==> config.mk <==
export PLATFORM = sky130hd
export DESIGN_NAME = imu_fifo_motion_peak_tracker
export DESIGN_NICKNAME = d
export VERILOG_FILES = /design/src/rtl/mpt_pkg.sv /design/src/rtl/mpt_isqrt.sv /design/src/rtl/mpt_dp.sv /design/src/rtl/mpt_ctrl.sv /design/src/rtl/imu_fifo_motion_peak_tracker.sv
export SDC_FILE = /design/constraint.sdc
export NUM_CORES = 1
export LEC_CHECK = 0
export BUFFER_PORTS_ARGS = -buffer_cell sky130_fd_sc_hd__buf_2
export CORE_MARGIN = 1
export CORE_UTILIZATION = 36
export DETAILED_ROUTE_END_ITERATION = 12
export HOLD_SLACK_MARGIN = 0.03
export SLEW_MARGIN = 15
export SYNTH_ARGS = -nofsm -noshare
export SYNTH_HDL_FRONTEND = slang
export SYNTH_SLANG_ARGS = --single-unit
==> constraint.sdc <==
create_clock -name clk -period 18.3 [get_ports clk]
set_clock_uncertainty 0.2 [all_clocks]
set_input_delay 0.915 -clock clk [delete_from_list [all_inputs] [get_ports clk]]
set_output_delay 0.915 -clock clk [all_outputs]
set_load 0.01 [all_outputs]
==> src/rtl/mpt_pkg.sv <==
// ----------------------------------------------------------------------------
// mpt_pkg: shared types and constants of the motion peak tracker
// Item modes, FIFO tags, register indexes, state codes and the command and
// status groups between controller and datapath.
// ----------------------------------------------------------------------------
package mpt_pkg;

    localparam int AXIS_W     = 16;
    localparam int SQ_W       = 2 * AXIS_W;
    localparam int AXES       = 3;
    localparam int AXIS_SEL_W = $clog2(AXES);
    localparam int ROOT_STEPS = SQ_W / 2;
    localparam int CNT_W      = $clog2(ROOT_STEPS);
    localparam int TAG_W      = 5;

    localparam logic [AXIS_W-1:0] AGE_MAX   = '1;
    localparam logic [AXIS_W-1:0] COUNT_MAX = '1;

    localparam logic [TAG_W-1:0] TAG_RATE  = TAG_W'(1);
    localparam logic [TAG_W-1:0] TAG_ACCEL = TAG_W'(2);

    // configuration register indexes
    localparam logic REG_ENABLE = 1'b0;
    localparam logic REG_FRESH  = 1'b1;

    typedef enum logic [1:0] {
        MODE_SAMPLE = 2'd0,
        MODE_STATUS = 2'd1,
        MODE_TICK   = 2'd2,
        MODE_REPORT = 2'd3
    } mode_t;

    typedef enum logic [2:0] {
        ST_IDLE,
        ST_MAC,
        ST_LOAD,
        ST_ROOT,
        ST_COMMIT
    } state_t;

    // controller to datapath
    typedef struct packed {
        logic                  capture;
        logic                  mac;
        logic [AXIS_SEL_W-1:0] axis_sel;
        logic                  root_load;
        logic                  root_step;
        logic                  commit;
        logic                  status;
        logic                  tick;
        logic                  report;
    } cmd_t;

    // datapath to controller
    typedef struct packed {
        mode_t mode;
        logic  sample_ok;
        logic  out_full;
    } sts_t;

endpackage

==> src/rtl/mpt_isqrt.sv <==
// ----------------------------------------------------------------------------
// mpt_isqrt: step-wise floor square root
// Restoring digit-by-digit root of a 32-bit operand, one result bit per step.
// ----------------------------------------------------------------------------
module mpt_isqrt (
    input  logic                          clk,
    input  logic                          load,
    input  logic                          step,
    input  logic [mpt_pkg::SQ_W-1:0]      operand,
    output logic [mpt_pkg::AXIS_W-1:0]    root
);
    import mpt_pkg::*;

    localparam logic [SQ_W-1:0] BIT_START = SQ_W'(1) << (SQ_W - 2);

    logic [SQ_W-1:0] rem_reg,  rem_next;
    logic [SQ_W-1:0] root_reg, root_next;
    logic [SQ_W-1:0] bit_reg,  bit_next;
    logic [SQ_W:0]   trial;

    // one trial subtraction per step
    always_comb
    begin
        trial     = {1'b0, root_reg} + {1'b0, bit_reg};
        rem_next  = rem_reg;
        root_next = root_reg;
        bit_next  = bit_reg;
        if (load)
        begin
            rem_next  = operand;
            root_next = '0;
            bit_next  = BIT_START;
        end
        else if (step)
        begin
            if ({1'b0, rem_reg} >= trial)
            begin
                rem_next  = rem_reg - trial[SQ_W-1:0];
                root_next = (root_reg >> 1) + bit_reg;
            end
            else
            begin
                root_next = root_reg >> 1;
            end
            bit_next = bit_reg >> 2;
        end
    end

    always_ff @(posedge clk)
    begin
        rem_reg  <= rem_next;
        root_reg <= root_next;
        bit_reg  <= bit_next;
    end

    assign root = root_reg[AXIS_W-1:0];

endmodule

==> src/rtl/mpt_dp.sv <==
// ----------------------------------------------------------------------------
// mpt_dp: datapath of the motion peak tracker
// Holds configuration, latest axes, peaks, counts, ages and latches, forms
// the sum of squares, and owns the report output register.
// ----------------------------------------------------------------------------
module mpt_dp (
    input  logic                              clk,
    input  logic                              rst_n,
    input  mpt_pkg::cmd_t                     cmd,
    output mpt_pkg::sts_t                     sts,
    input  logic                              write_en,
    input  logic                              reg_index,
    input  logic [mpt_pkg::AXIS_W-1:0]        write_data,
    input  logic [1:0]                        mode,
    input  logic [mpt_pkg::TAG_W-1:0]         tag,
    input  logic signed [mpt_pkg::AXIS_W-1:0] axis_x,
    input  logic signed [mpt_pkg::AXIS_W-1:0] axis_y,
    input  logic signed [mpt_pkg::AXIS_W-1:0] axis_z,
    input  logic                              overrun_flag,
    input  logic                              bus_error,
    input  logic                              out_stall,
    output logic                              out_valid,
    output logic                              report_valid,
    output logic signed [mpt_pkg::AXIS_W-1:0] accel_x,
    output logic signed [mpt_pkg::AXIS_W-1:0] accel_y,
    output logic signed [mpt_pkg::AXIS_W-1:0] accel_z,
    output logic signed [mpt_pkg::AXIS_W-1:0] rate_x,
    output logic signed [mpt_pkg::AXIS_W-1:0] rate_y,
    output logic signed [mpt_pkg::AXIS_W-1:0] rate_z,
    output logic [mpt_pkg::AXIS_W-1:0]        peak_accel_mag,
    output logic [mpt_pkg::AXIS_W-1:0]        peak_rate_mag,
    output logic [mpt_pkg::AXIS_W-1:0]        accel_samples,
    output logic                              fifo_overrun
);
    import mpt_pkg::*;

    localparam logic [AXIS_W-1:0] FRESH_RESET = AXIS_W'(200);

    // configuration
    logic              enable_reg;
    logic [AXIS_W-1:0] fresh_reg;

    // sample in flight
    logic                     is_accel_reg;
    logic signed [AXIS_W-1:0] axis_reg [AXES];
    logic [SQ_W-1:0]          acc_reg;
    logic signed [AXIS_W-1:0] sel_axis;
    logic [AXIS_W-1:0]        mag;
    logic [SQ_W-1:0]          prod;
    logic [AXIS_W-1:0]        root;

    // tracked state
    logic signed [AXIS_W-1:0] last_accel_reg [AXES];
    logic signed [AXIS_W-1:0] last_rate_reg  [AXES];
    logic [AXIS_W-1:0] peak_accel_reg, peak_accel_next;
    logic [AXIS_W-1:0] peak_rate_reg,  peak_rate_next;
    logic [AXIS_W-1:0] accel_count_reg, accel_count_next;
    logic [AXIS_W-1:0] rate_count_reg,  rate_count_next;
    logic [AXIS_W-1:0] accel_age_reg,   accel_age_next;
    logic [AXIS_W-1:0] rate_age_reg,    rate_age_next;
    logic              overrun_reg, overrun_next;
    logic              failure_reg, failure_next;
    logic              out_valid_reg, out_valid_next;
    logic              snap_valid;

    // decode the offered item for the controller
    always_comb
    begin
        sts.mode      = mode_t'(mode);
        sts.sample_ok = enable_reg && (tag == TAG_RATE || tag == TAG_ACCEL);
        sts.out_full  = out_valid_reg;
    end

    // take configuration writes
    always_ff @(posedge clk or negedge rst_n)
    begin
        if (!rst_n)
        begin
            enable_reg <= 1'b0;
            fresh_reg  <= FRESH_RESET;
        end
        else if (write_en)
        begin
            unique case (reg_index)
                REG_ENABLE: enable_reg <= write_data[0];
                REG_FRESH:  fresh_reg  <= write_data;
            endcase
        end
    end

    // select one axis and square its magnitude
    always_comb
    begin
        unique case (cmd.axis_sel)
            AXIS_SEL_W'(0): sel_axis = axis_reg[0];
            AXIS_SEL_W'(1): sel_axis = axis_reg[1];
            default:        sel_axis = axis_reg[2];
        endcase
        mag  = sel_axis[AXIS_W-1] ? (~sel_axis + AXIS_W'(1)) : sel_axis;
        prod = SQ_W'(mag) * SQ_W'(mag);
    end

    // capture the sample and accumulate squares
    always_ff @(posedge clk)
    begin
        if (cmd.capture)
        begin
            is_accel_reg <= (tag == TAG_ACCEL);
            axis_reg[0]  <= axis_x;
            axis_reg[1]  <= axis_y;
            axis_reg[2]  <= axis_z;
            acc_reg      <= '0;
        end
        else if (cmd.mac)
        begin
            acc_reg <= acc_reg + prod;
        end
    end

    mpt_isqrt u_isqrt (
        .clk     (clk),
        .load    (cmd.root_load),
        .step    (cmd.root_step),
        .operand (acc_reg),
        .root    (root)
    );

    // keep the latest axes of each kind
    always_ff @(posedge clk or negedge rst_n)
    begin
        if (!rst_n)
        begin
            for (int i = 0; i < AXES; i++)
            begin
                last_accel_reg[i] <= '0;
                last_rate_reg[i]  <= '0;
            end
        end
        else if (cmd.capture)
        begin
            if (tag == TAG_ACCEL)
            begin
                last_accel_reg[0] <= axis_x;
                last_accel_reg[1] <= axis_y;
                last_accel_reg[2] <= axis_z;
            end
            else
            begin
                last_rate_reg[0] <= axis_x;
                last_rate_reg[1] <= axis_y;
                last_rate_reg[2] <= axis_z;
            end
        end
    end

    // snapshot qualifier
    assign snap_valid = enable_reg && !failure_reg &&
                        (accel_count_reg != '0) && (rate_count_reg != '0) &&
                        (accel_age_reg < fresh_reg) && (rate_age_reg < fresh_reg);

    // update peaks, counts, ages and latches
    always_comb
    begin
        peak_accel_next  = peak_accel_reg;
        peak_rate_next   = peak_rate_reg;
        accel_count_next = accel_count_reg;
        rate_count_next  = rate_count_reg;
        accel_age_next   = accel_age_reg;
        rate_age_next    = rate_age_reg;
        overrun_next     = overrun_reg;
        failure_next     = failure_reg;
        out_valid_next   = out_valid_reg && out_stall;

        if (cmd.commit)
        begin
            if (is_accel_reg)
            begin
                if (root > peak_accel_reg)
                    peak_accel_next = root;
                if (accel_count_reg != COUNT_MAX)
                    accel_count_next = accel_count_reg + AXIS_W'(1);
                accel_age_next = '0;
            end
            else
            begin
                if (root > peak_rate_reg)
                    peak_rate_next = root;
                if (rate_count_reg != COUNT_MAX)
                    rate_count_next = rate_count_reg + AXIS_W'(1);
                rate_age_next = '0;
            end
        end

        if (cmd.status && enable_reg)
        begin
            overrun_next = overrun_reg || overrun_flag;
            failure_next = failure_reg || bus_error;
        end

        if (cmd.tick)
        begin
            if (accel_age_reg != AGE_MAX)
                accel_age_next = accel_age_reg + AXIS_W'(1);
            if (rate_age_reg != AGE_MAX)
                rate_age_next = rate_age_reg + AXIS_W'(1);
        end

        // a report clears the peaks, counts and latches and raises out_valid
        if (cmd.report)
        begin
            peak_accel_next  = '0;
            peak_rate_next   = '0;
            accel_count_next = '0;
            rate_count_next  = '0;
            overrun_next     = 1'b0;
            failure_next     = 1'b0;
            out_valid_next   = 1'b1;
        end
    end

    always_ff @(posedge clk or negedge rst_n)
    begin
        if (!rst_n)
        begin
            peak_accel_reg  <= '0;
            peak_rate_reg   <= '0;
            accel_count_reg <= '0;
            rate_count_reg  <= '0;
            accel_age_reg   <= AGE_MAX;
            rate_age_reg    <= AGE_MAX;
            overrun_reg     <= 1'b0;
            failure_reg     <= 1'b0;
            out_valid_reg   <= 1'b0;
        end
        else
        begin
            peak_accel_reg  <= peak_accel_next;
            peak_rate_reg   <= peak_rate_next;
            accel_count_reg <= accel_count_next;
            rate_count_reg  <= rate_count_next;
            accel_age_reg   <= accel_age_next;
            rate_age_reg    <= rate_age_next;
            overrun_reg     <= overrun_next;
            failure_reg     <= failure_next;
            out_valid_reg   <= out_valid_next;
        end
    end

    // load the report register
    always_ff @(posedge clk)
    begin
        if (cmd.report)
        begin
            report_valid   <= snap_valid;
            accel_x        <= last_accel_reg[0];
            accel_y        <= last_accel_reg[1];
            accel_z        <= last_accel_reg[2];
            rate_x         <= last_rate_reg[0];
            rate_y         <= last_rate_reg[1];
            rate_z         <= last_rate_reg[2];
            peak_accel_mag <= peak_accel_reg;
            peak_rate_mag  <= peak_rate_reg;
            accel_samples  <= accel_count_reg;
            fifo_overrun   <= overrun_reg;
        end
    end

    assign out_valid = out_valid_reg;

endmodule

==> src/rtl/mpt_ctrl.sv <==
// ----------------------------------------------------------------------------
// mpt_ctrl: controller of the motion peak tracker
// Accepts items, runs the square-accumulate and root steps of a sample, and
// issues one-cycle commands for status, tick and report items.
// ----------------------------------------------------------------------------
module mpt_ctrl (
    input  logic          clk,
    input  logic          rst_n,
    input  logic          in_valid,
    output logic          in_stall,
    input  logic          out_stall,
    input  mpt_pkg::sts_t sts,
    output mpt_pkg::cmd_t cmd
);
    import mpt_pkg::*;

    state_t            state_reg, state_next;
    logic [CNT_W-1:0]  cnt_reg,   cnt_next;
    logic              accept;

    always_ff @(posedge clk or negedge rst_n)
    begin
        if (!rst_n)
        begin
            state_reg <= ST_IDLE;
            cnt_reg   <= '0;
        end
        else
        begin
            state_reg <= state_next;
            cnt_reg   <= cnt_next;
        end
    end

    // next state and commands
    always_comb
    begin
        state_next   = state_reg;
        cnt_next     = cnt_reg;
        cmd          = '0;
        cmd.axis_sel = cnt_reg[AXIS_SEL_W-1:0];
        in_stall     = 1'b1;
        accept       = 1'b0;

        unique case (state_reg)
            ST_IDLE:
            begin
                // hold a report while the previous one still waits
                in_stall = (sts.mode == MODE_REPORT) && sts.out_full && out_stall;
                accept   = in_valid && !in_stall;
                if (accept)
                begin
                    unique case (sts.mode)
                        MODE_SAMPLE:
                        begin
                            if (sts.sample_ok)
                            begin
                                cmd.capture = 1'b1;
                                cnt_next    = '0;
                                state_next  = ST_MAC;
                            end
                        end
                        MODE_STATUS: cmd.status = 1'b1;
                        MODE_TICK:   cmd.tick   = 1'b1;
                        MODE_REPORT: cmd.report = 1'b1;
                    endcase
                end
            end
            ST_MAC:
            begin
                cmd.mac = 1'b1;
                if (cnt_reg == CNT_W'(AXES - 1))
                begin
                    state_next = ST_LOAD;
                end
                else
                begin
                    cnt_next = cnt_reg + CNT_W'(1);
                end
            end
            ST_LOAD:
            begin
                cmd.root_load = 1'b1;
                cnt_next      = '0;
                state_next    = ST_ROOT;
            end
            ST_ROOT:
            begin
                cmd.root_step = 1'b1;
                if (cnt_reg == CNT_W'(ROOT_STEPS - 1))
                begin
                    state_next = ST_COMMIT;
                end
                else
                begin
                    cnt_next = cnt_reg + CNT_W'(1);
                end
            end
            ST_COMMIT:
            begin
                cmd.commit = 1'b1;
                state_next = ST_IDLE;
            end
            default:
            begin
                state_next = ST_IDLE;
            end
        endcase
    end

endmodule

==> src/rtl/imu_fifo_motion_peak_tracker.sv <==
// ----------------------------------------------------------------------------
// imu_fifo_motion_peak_tracker: inertial FIFO motion peak tracker
// Tracks latest axes, peak magnitudes, sample counts and ages of acceleration
// and rotation samples, and emits a snapshot on each report request.
//
//   channel | handshake           | payload
//   --------+---------------------+-------------------------------------------
//   in      | in_valid / in_stall | mode, tag, axis_x/y/z, overrun_flag,
//           |                     | bus_error
//   out     | out_valid/out_stall | report_valid, accel_*, rate_*, peak_*,
//           |                     | accel_samples, fifo_overrun
//   config  | write_en            | reg_index, write_data
//
// A known-tag sample with the block enabled is accepted, squared and summed
// axis by axis through the single multiplier, loaded into the root unit,
// resolved in 16 root steps (one result bit each) and committed. Other items
// leave the controller idle. Any item is held off while a sample is in flight,
// a report also while the previous report waits under out_stall. Reset clears
// all tracked state; ages reset to their maximum, freshness limit to 200.
// ----------------------------------------------------------------------------
module imu_fifo_motion_peak_tracker (
    input  logic                              clk,
    input  logic                              rst_n,
    input  logic                              in_valid,
    output logic                              in_stall,
    input  logic [1:0]                        mode,
    input  logic [mpt_pkg::TAG_W-1:0]         tag,
    input  logic signed [mpt_pkg::AXIS_W-1:0] axis_x,
    input  logic signed [mpt_pkg::AXIS_W-1:0] axis_y,
    input  logic signed [mpt_pkg::AXIS_W-1:0] axis_z,
    input  logic                              overrun_flag,
    input  logic                              bus_error,
    output logic                              out_valid,
    input  logic                              out_stall,
    output logic                              report_valid,
    output logic signed [mpt_pkg::AXIS_W-1:0] accel_x,
    output logic signed [mpt_pkg::AXIS_W-1:0] accel_y,
    output logic signed [mpt_pkg::AXIS_W-1:0] accel_z,
    output logic signed [mpt_pkg::AXIS_W-1:0] rate_x,
    output logic signed [mpt_pkg::AXIS_W-1:0] rate_y,
    output logic signed [mpt_pkg::AXIS_W-1:0] rate_z,
    output logic [mpt_pkg::AXIS_W-1:0]        peak_accel_mag,
    output logic [mpt_pkg::AXIS_W-1:0]        peak_rate_mag,
    output logic [mpt_pkg::AXIS_W-1:0]        accel_samples,
    output logic                              fifo_overrun,
    input  logic                              write_en,
    input  logic                              reg_index,
    input  logic [mpt_pkg::AXIS_W-1:0]        write_data
);
    import mpt_pkg::*;

    cmd_t cmd;
    sts_t sts;

    mpt_ctrl u_ctrl (
        .clk       (clk),
        .rst_n     (rst_n),
        .in_valid  (in_valid),
        .in_stall  (in_stall),
        .out_stall (out_stall),
        .sts       (sts),
        .cmd       (cmd)
    );

    mpt_dp u_dp (
        .clk            (clk),
        .rst_n          (rst_n),
        .cmd            (cmd),
        .sts            (sts),
        .write_en       (write_en),
        .reg_index      (reg_index),
        .write_data     (write_data),
        .mode           (mode),
        .tag            (tag),
        .axis_x         (axis_x),
        .axis_y         (axis_y),
        .axis_z         (axis_z),
        .overrun_flag   (overrun_flag),
        .bus_error      (bus_error),
        .out_stall      (out_stall),
        .out_valid      (out_valid),
        .report_valid   (report_valid),
        .accel_x        (accel_x),
        .accel_y        (accel_y),
        .accel_z        (accel_z),
        .rate_x         (rate_x),
        .rate_y         (rate_y),
        .rate_z         (rate_z),
        .peak_accel_mag (peak_accel_mag),
        .peak_rate_mag  (peak_rate_mag),
        .accel_samples  (accel_samples),
        .fifo_overrun   (fifo_overrun)
    );

endmodule

== After elaboration in Yosys (flattened, before gate mapping) ==
Memories as Yosys holds them, arrays and structs flattened.
Index checks and enable logic that the tools add are counted.
Cells by class
  add/subtract/negate cells: 10
  multiply operators: 1
  $lt $le $gt $ge: 5
  equality and inequality tests: 24
  multiplexer cells: 63
  bitwise logic cells: 3
  reductions and logical operators: 42
Operator list (number)
  16-bit two-way mux: 25
  32-bit two-way mux: 4
  16-bit by 1-bit adder with 16-bit output (second input constant): 4
  16-bit inequality test (second input constant): 4
  32-bit by 31-bit adder with 33-bit output: 1
  32-bit by 33-bit greater-or-equal comparator with 1-bit output: 1
  31-bit by 31-bit adder with 32-bit output: 1
  32-bit adder: 1
  16-bit > comparator: 2
  16-bit < comparator: 2
  16-bit by 16-bit multiplier with 32-bit output: 1
  16-bit case mux with 2 select lines: 1
  16-bit nonzero test: 2
  32-bit subtractor: 1
  3-bit two-way mux: 7
  4-bit two-way mux: 5
  1-bit two-way mux: 19
  2-bit nonzero test: 9
  16-bit by 2-bit adder with 16-bit output (second input constant): 1
  16-bit NOT: 1
  4-bit case mux with 4 select lines: 1
  3-bit case mux with 4 select lines: 1
  3-bit AND reduction: 4
  1-bit logical AND: 11
  21 further kinds: 39
Storage, ports and cells
  flip-flop bits (word level): 478
  RAM bits: 48
  bits of input ports: 79
  output and inout bits: 148
  logic and storage cells: 184
  memories kept: 1
Memories
  u_dp.axis_reg: depth 3, bits a word 16, rd ports 3, clocked after memory_dff 0, wr ports 3, RTL line mpt_dp.sv:45  | logic signed [AXIS_W-1:0] axis_reg [AXES];

== Longest topological paths before layout ==
  depth after elaboration: 10
  depth in mapped cells: 39

== Hierarchy ==
From an unflattened synthesis, not the netlist that was laid out.
Second synthesis, totals
  cells, all modules: 3178
  area total of the unflattened synthesis: 33821.2 µm²
By module, submodules not included
  mpt_dp: times used 1, cells each 2234, area each 26157.6 µm²
  mpt_isqrt: times used 1, cells each 888, area each 7159.4 µm²
  mpt_ctrl: times used 1, cells each 56, area each 504.2 µm²

== Worst setup path before layout ==
Ideal clock, no wire load.
  path type: register to register
  start point: register u_ctrl.cnt_reg[0]
  end point: register u_dp.acc_reg[31]
  setup time: 0.073 ns
  arrival time: 8.627 ns
  slack: 9.400 ns
  cell stages (with the launch flop): 39
  clock period less this slack: 8.900 ns
  cell sequence: dfrtp_1 inv_1 ha_1 buf_4 a22o_1 a21o_1 buf_2 inv_1 buf_2 ha_1 inv_1 a211oi_1 and4_2 a41oi_1 xor2_1 clkinv_1 nand2_1 inv_1 (+3 left out) inv_1 fa_1 fa_1 fa_1 inv_1 fa_1 inv_1 ha_1 clkbuf_1 a21o_1 a221oi_1 o21ai_0 a211oi_1 o31ai_1 a41oi_1 or3_1 and3_1 nor3_2
On the way
  word-level cells in the longest chain between the ends: 7
Ends and longest elaborated chain
  from (decl): RTL line mpt_ctrl.sv:18  | logic [CNT_W-1:0] cnt_reg, cnt_next;
  from (signal assigned): RTL line mpt_ctrl.sv:31  | cnt_reg <= cnt_next;
  2-bit by 1-bit == test with 1-bit output / 2-bit logical NOT (equally long branches): RTL line mpt_dp.sv:94  | unique case (cmd.axis_sel)
  16-bit case mux with 2 select lines (*): RTL line mpt_dp.sv:94
  16-bit NOT: RTL line mpt_dp.sv:99  | mag = sel_axis[AXIS_W-1] ? (~sel_axis + AXIS_W'(1)) : sel_axis;
  16-bit by 2-bit adder with 16-bit output: RTL line mpt_dp.sv:99
  16-bit two-way mux (*): RTL line mpt_dp.sv:99
  16-bit by 16-bit multiplier with 32-bit output (*): RTL line mpt_dp.sv:100  | prod = SQ_W'(mag) * SQ_W'(mag);
  32-bit adder (*): RTL line mpt_dp.sv:116  | acc_reg <= acc_reg + prod;
  to (signal assigned): RTL line mpt_dp.sv:116
  to (decl): RTL line mpt_dp.sv:46  | logic [SQ_W-1:0] acc_reg;
Mark *: on every way between the ends. The rest lies on a longest branch, timed or not.
A chain may end at the register's enable or synchronous reset.

== Worst setup path in the final report ==
Same ends and word-level chain as after synthesis.

==> results.cfg <==
[clock_network]
cts_inserted_buffers = 57
clkTransAtPathRegs_ps = 60
cts.hold.buffers_added = 0
insertion_delay_ps = 660
postCtsSetupRepairBufs = 0
h-tree-depth = 2
clockBufferDepth = 3
clock-sinks = 526
cts_tree = done
post_cts_resize_count = 0
root_buffer = clkbuf_16

[sta]
setup-tns-final_ps = 0
period_minus_slack_ps = 10920
fmax_ghz = 0.0916
rsz0062_at_grt = false
tightest_slew_ps = 1200
fin_crit_sh_pct = 59.6
hold_violations = 0
slew_headroom_pct = 19.6
final-setup-viol-count = 0
slew_viol_final = 0

[worst_setup_path]
r2r_setup_slack_ps = 7380
cp-end-kind = flip-flop
reg2regPathDepth = 35
slowest_stage = ha_1
crit_buf_inv = 10
cp.required_ps = 18650
cpPeakStageDelay_ps = 710
path_delay_family = adder cells
rr_endpoint = u_dp.acc_reg[31]$_SDFFE_PP0P_
crit_type = flip-flop to flip-flop
crit_fanout = 17
setup.worst_path.start = u_ctrl.cnt_reg[0]$_DFFE_PN0P_
cp-start-kind = flip-flop
cp.arrival_ps = 11270
path_common_cell = inv_1
timing.rr.start = u_ctrl.cnt_reg[0]$_DFFE_PN0P_

[route]
drc_errors = 0
detail-route-antenna-nets = 0
drt-initial-drc-count = 1488
vias = 23737
avgViaCountPerCell = 5.05
wl_per_cell_microns = 17.1
wl_microns = 80100
firstDrtPassIters = 5

[global_route]
grt_pass1_wl_microns = 130000
grt_max_degree = 106
grt_use_total_pct = 17.2
antenna_found_initial = 3
grt_pass1_vias = 23894
overflow = 0

[finish]
fin_util_pct = 41.4
n_fill_cell = 8914
nets = 3914
area_growth_pct = 13.7
drive_gt1_share_pct = 16.3

[logic_synthesis]
yosys_warnings = 0
synth.most_common_cell = inv_1
syn_area_sq_mm = 0.0334
synth_top_area_cell = edfxtp_1
ys_seq_elements = 526
netlist.area_leader.share_pct = 20.4
synth_area_leaders = edfxtp_1 (20%), dfrtp_1 (14%), fa_1 (12%), ha_1 (8.9%), dfxtp_1 (4.8%)
synth.distinct_cells = 85
synth_edf_count = 227
synth_cells = 3189
synth_async_sr_flop_share_pct = 41.6
ys_seq_area_share_pct = 41.8
synth_ff_type = edfxtp_1
synth.avg_cell_area_sq_um = 10.5
ys_top_cells_by_count = inv_1 (418), nand2_1 (314), ha_1 (238)

[floorplan]
die_h_microns = 307
die_area_sq_mm = 0.0940
die_x_microns = 307
core_sq_mm = 0.0918
row_count = 111
ios = 227
initial_core_util_pct = 36.4

[placement]
portBuffers = 226
hpwl_microns = 59300
gp_congestion = 0.906

[run_status]
status = complete, no violations

[run]
maxCapViolations = 0

[hold_path]
min_path_type = input port to asynchronous set/reset pin
through the flow:
stage | hold slack [ps] | cell area [sq um] | std cells | setup WS, ps
floorplan | 219 | 33400 | 3197 | 9400
global placement | 222 | 36000 | 4586 | 7810
detailed placement | 227 | 36000 | 4586 | 7520
CTS | 151 | 37900 | 4694 | 7480
global route | 186 | 38000 | 4697 | 6640
finish | 116 | 38000 | 4697 | 7380
cell usage in the layout (no fill, tap or decap), types with 27 or more instances in the layout:
cell,synthesis,routed
nand3_1,97,97
mux2_2,115,115
a31oi_1,48,47
a21oi_1,133,132
or3_1,30,30
o21a_1,27,27
clkbuf_16,0,59
nand2_1,314,312
buf_2,9,225
nand4_1,58,58
xnor2_1,74,74
dfstp_2,35,35
a21o_1,54,54
buf_4,2,37
xor2_1,87,87
dfrtp_1,184,184
dfxtp_1,80,80
nor3_1,41,39
o21ai_0,99,99
nor2_1,191,189
ha_1,238,238
inv_1,418,417
fa_1,194,194
edfxtp_1,227,227
worst max path at each step:
stage	slack, ps	to	cells after the start
floorplan	9400	u_dp.acc_reg[31]$_SDFFE_PP0P_	38
global placement	7810	u_dp.acc_reg[31]$_SDFFE_PP0P_	35
detailed placement	7520	u_dp.acc_reg[31]$_SDFFE_PP0P_	35
CTS	7480	u_dp.acc_reg[31]$_SDFFE_PP0P_	35
global route	6640	u_dp.acc_reg[31]$_SDFFE_PP0P_	35
finish	7380	u_dp.acc_reg[31]$_SDFFE_PP0P_	35
cell type report:
cell class	instances	area (sq um)	area share [%]
well taps	1243	1560	4.10
repair buffers	264	1450	3.81
inverters	424	1600	4.21
diodes	2	5.00	0.0132
multi-input cells	2130	17500	46.0
clock inverters	32	332	0.873
flip-flops and latches	526	13900	36.7
clock buffers	76	1630	4.29
cell families (layout without fill, tap and decap cells):
logic type	count (synthesis)	count (layout)	share of synthesized area (%)
xor gates and xnor gates	163	163	4.36
buffers and inverters	541	796	6.22
AOI/OAI and AO/OA	532	532	10.5
and+or+nand+nor	857	857	12.0
adders and majority gates	432	432	20.5
DFF	526	526	41.8
other	2	12	0.0225
muxes	136	136	4.51
layer usage:
layer | routed length, microns | track usage [%]
met3 | 4060 | 2.65
met2 | 37800 | 28.3
met1 | 36600 | 23.5
met4 | 1740 | 4.64
met5 | 0 | 0
Power is left out: the tool's default activity adds up to more than one toggle a clock period on the data nets, which glitch-free logic cannot reach.
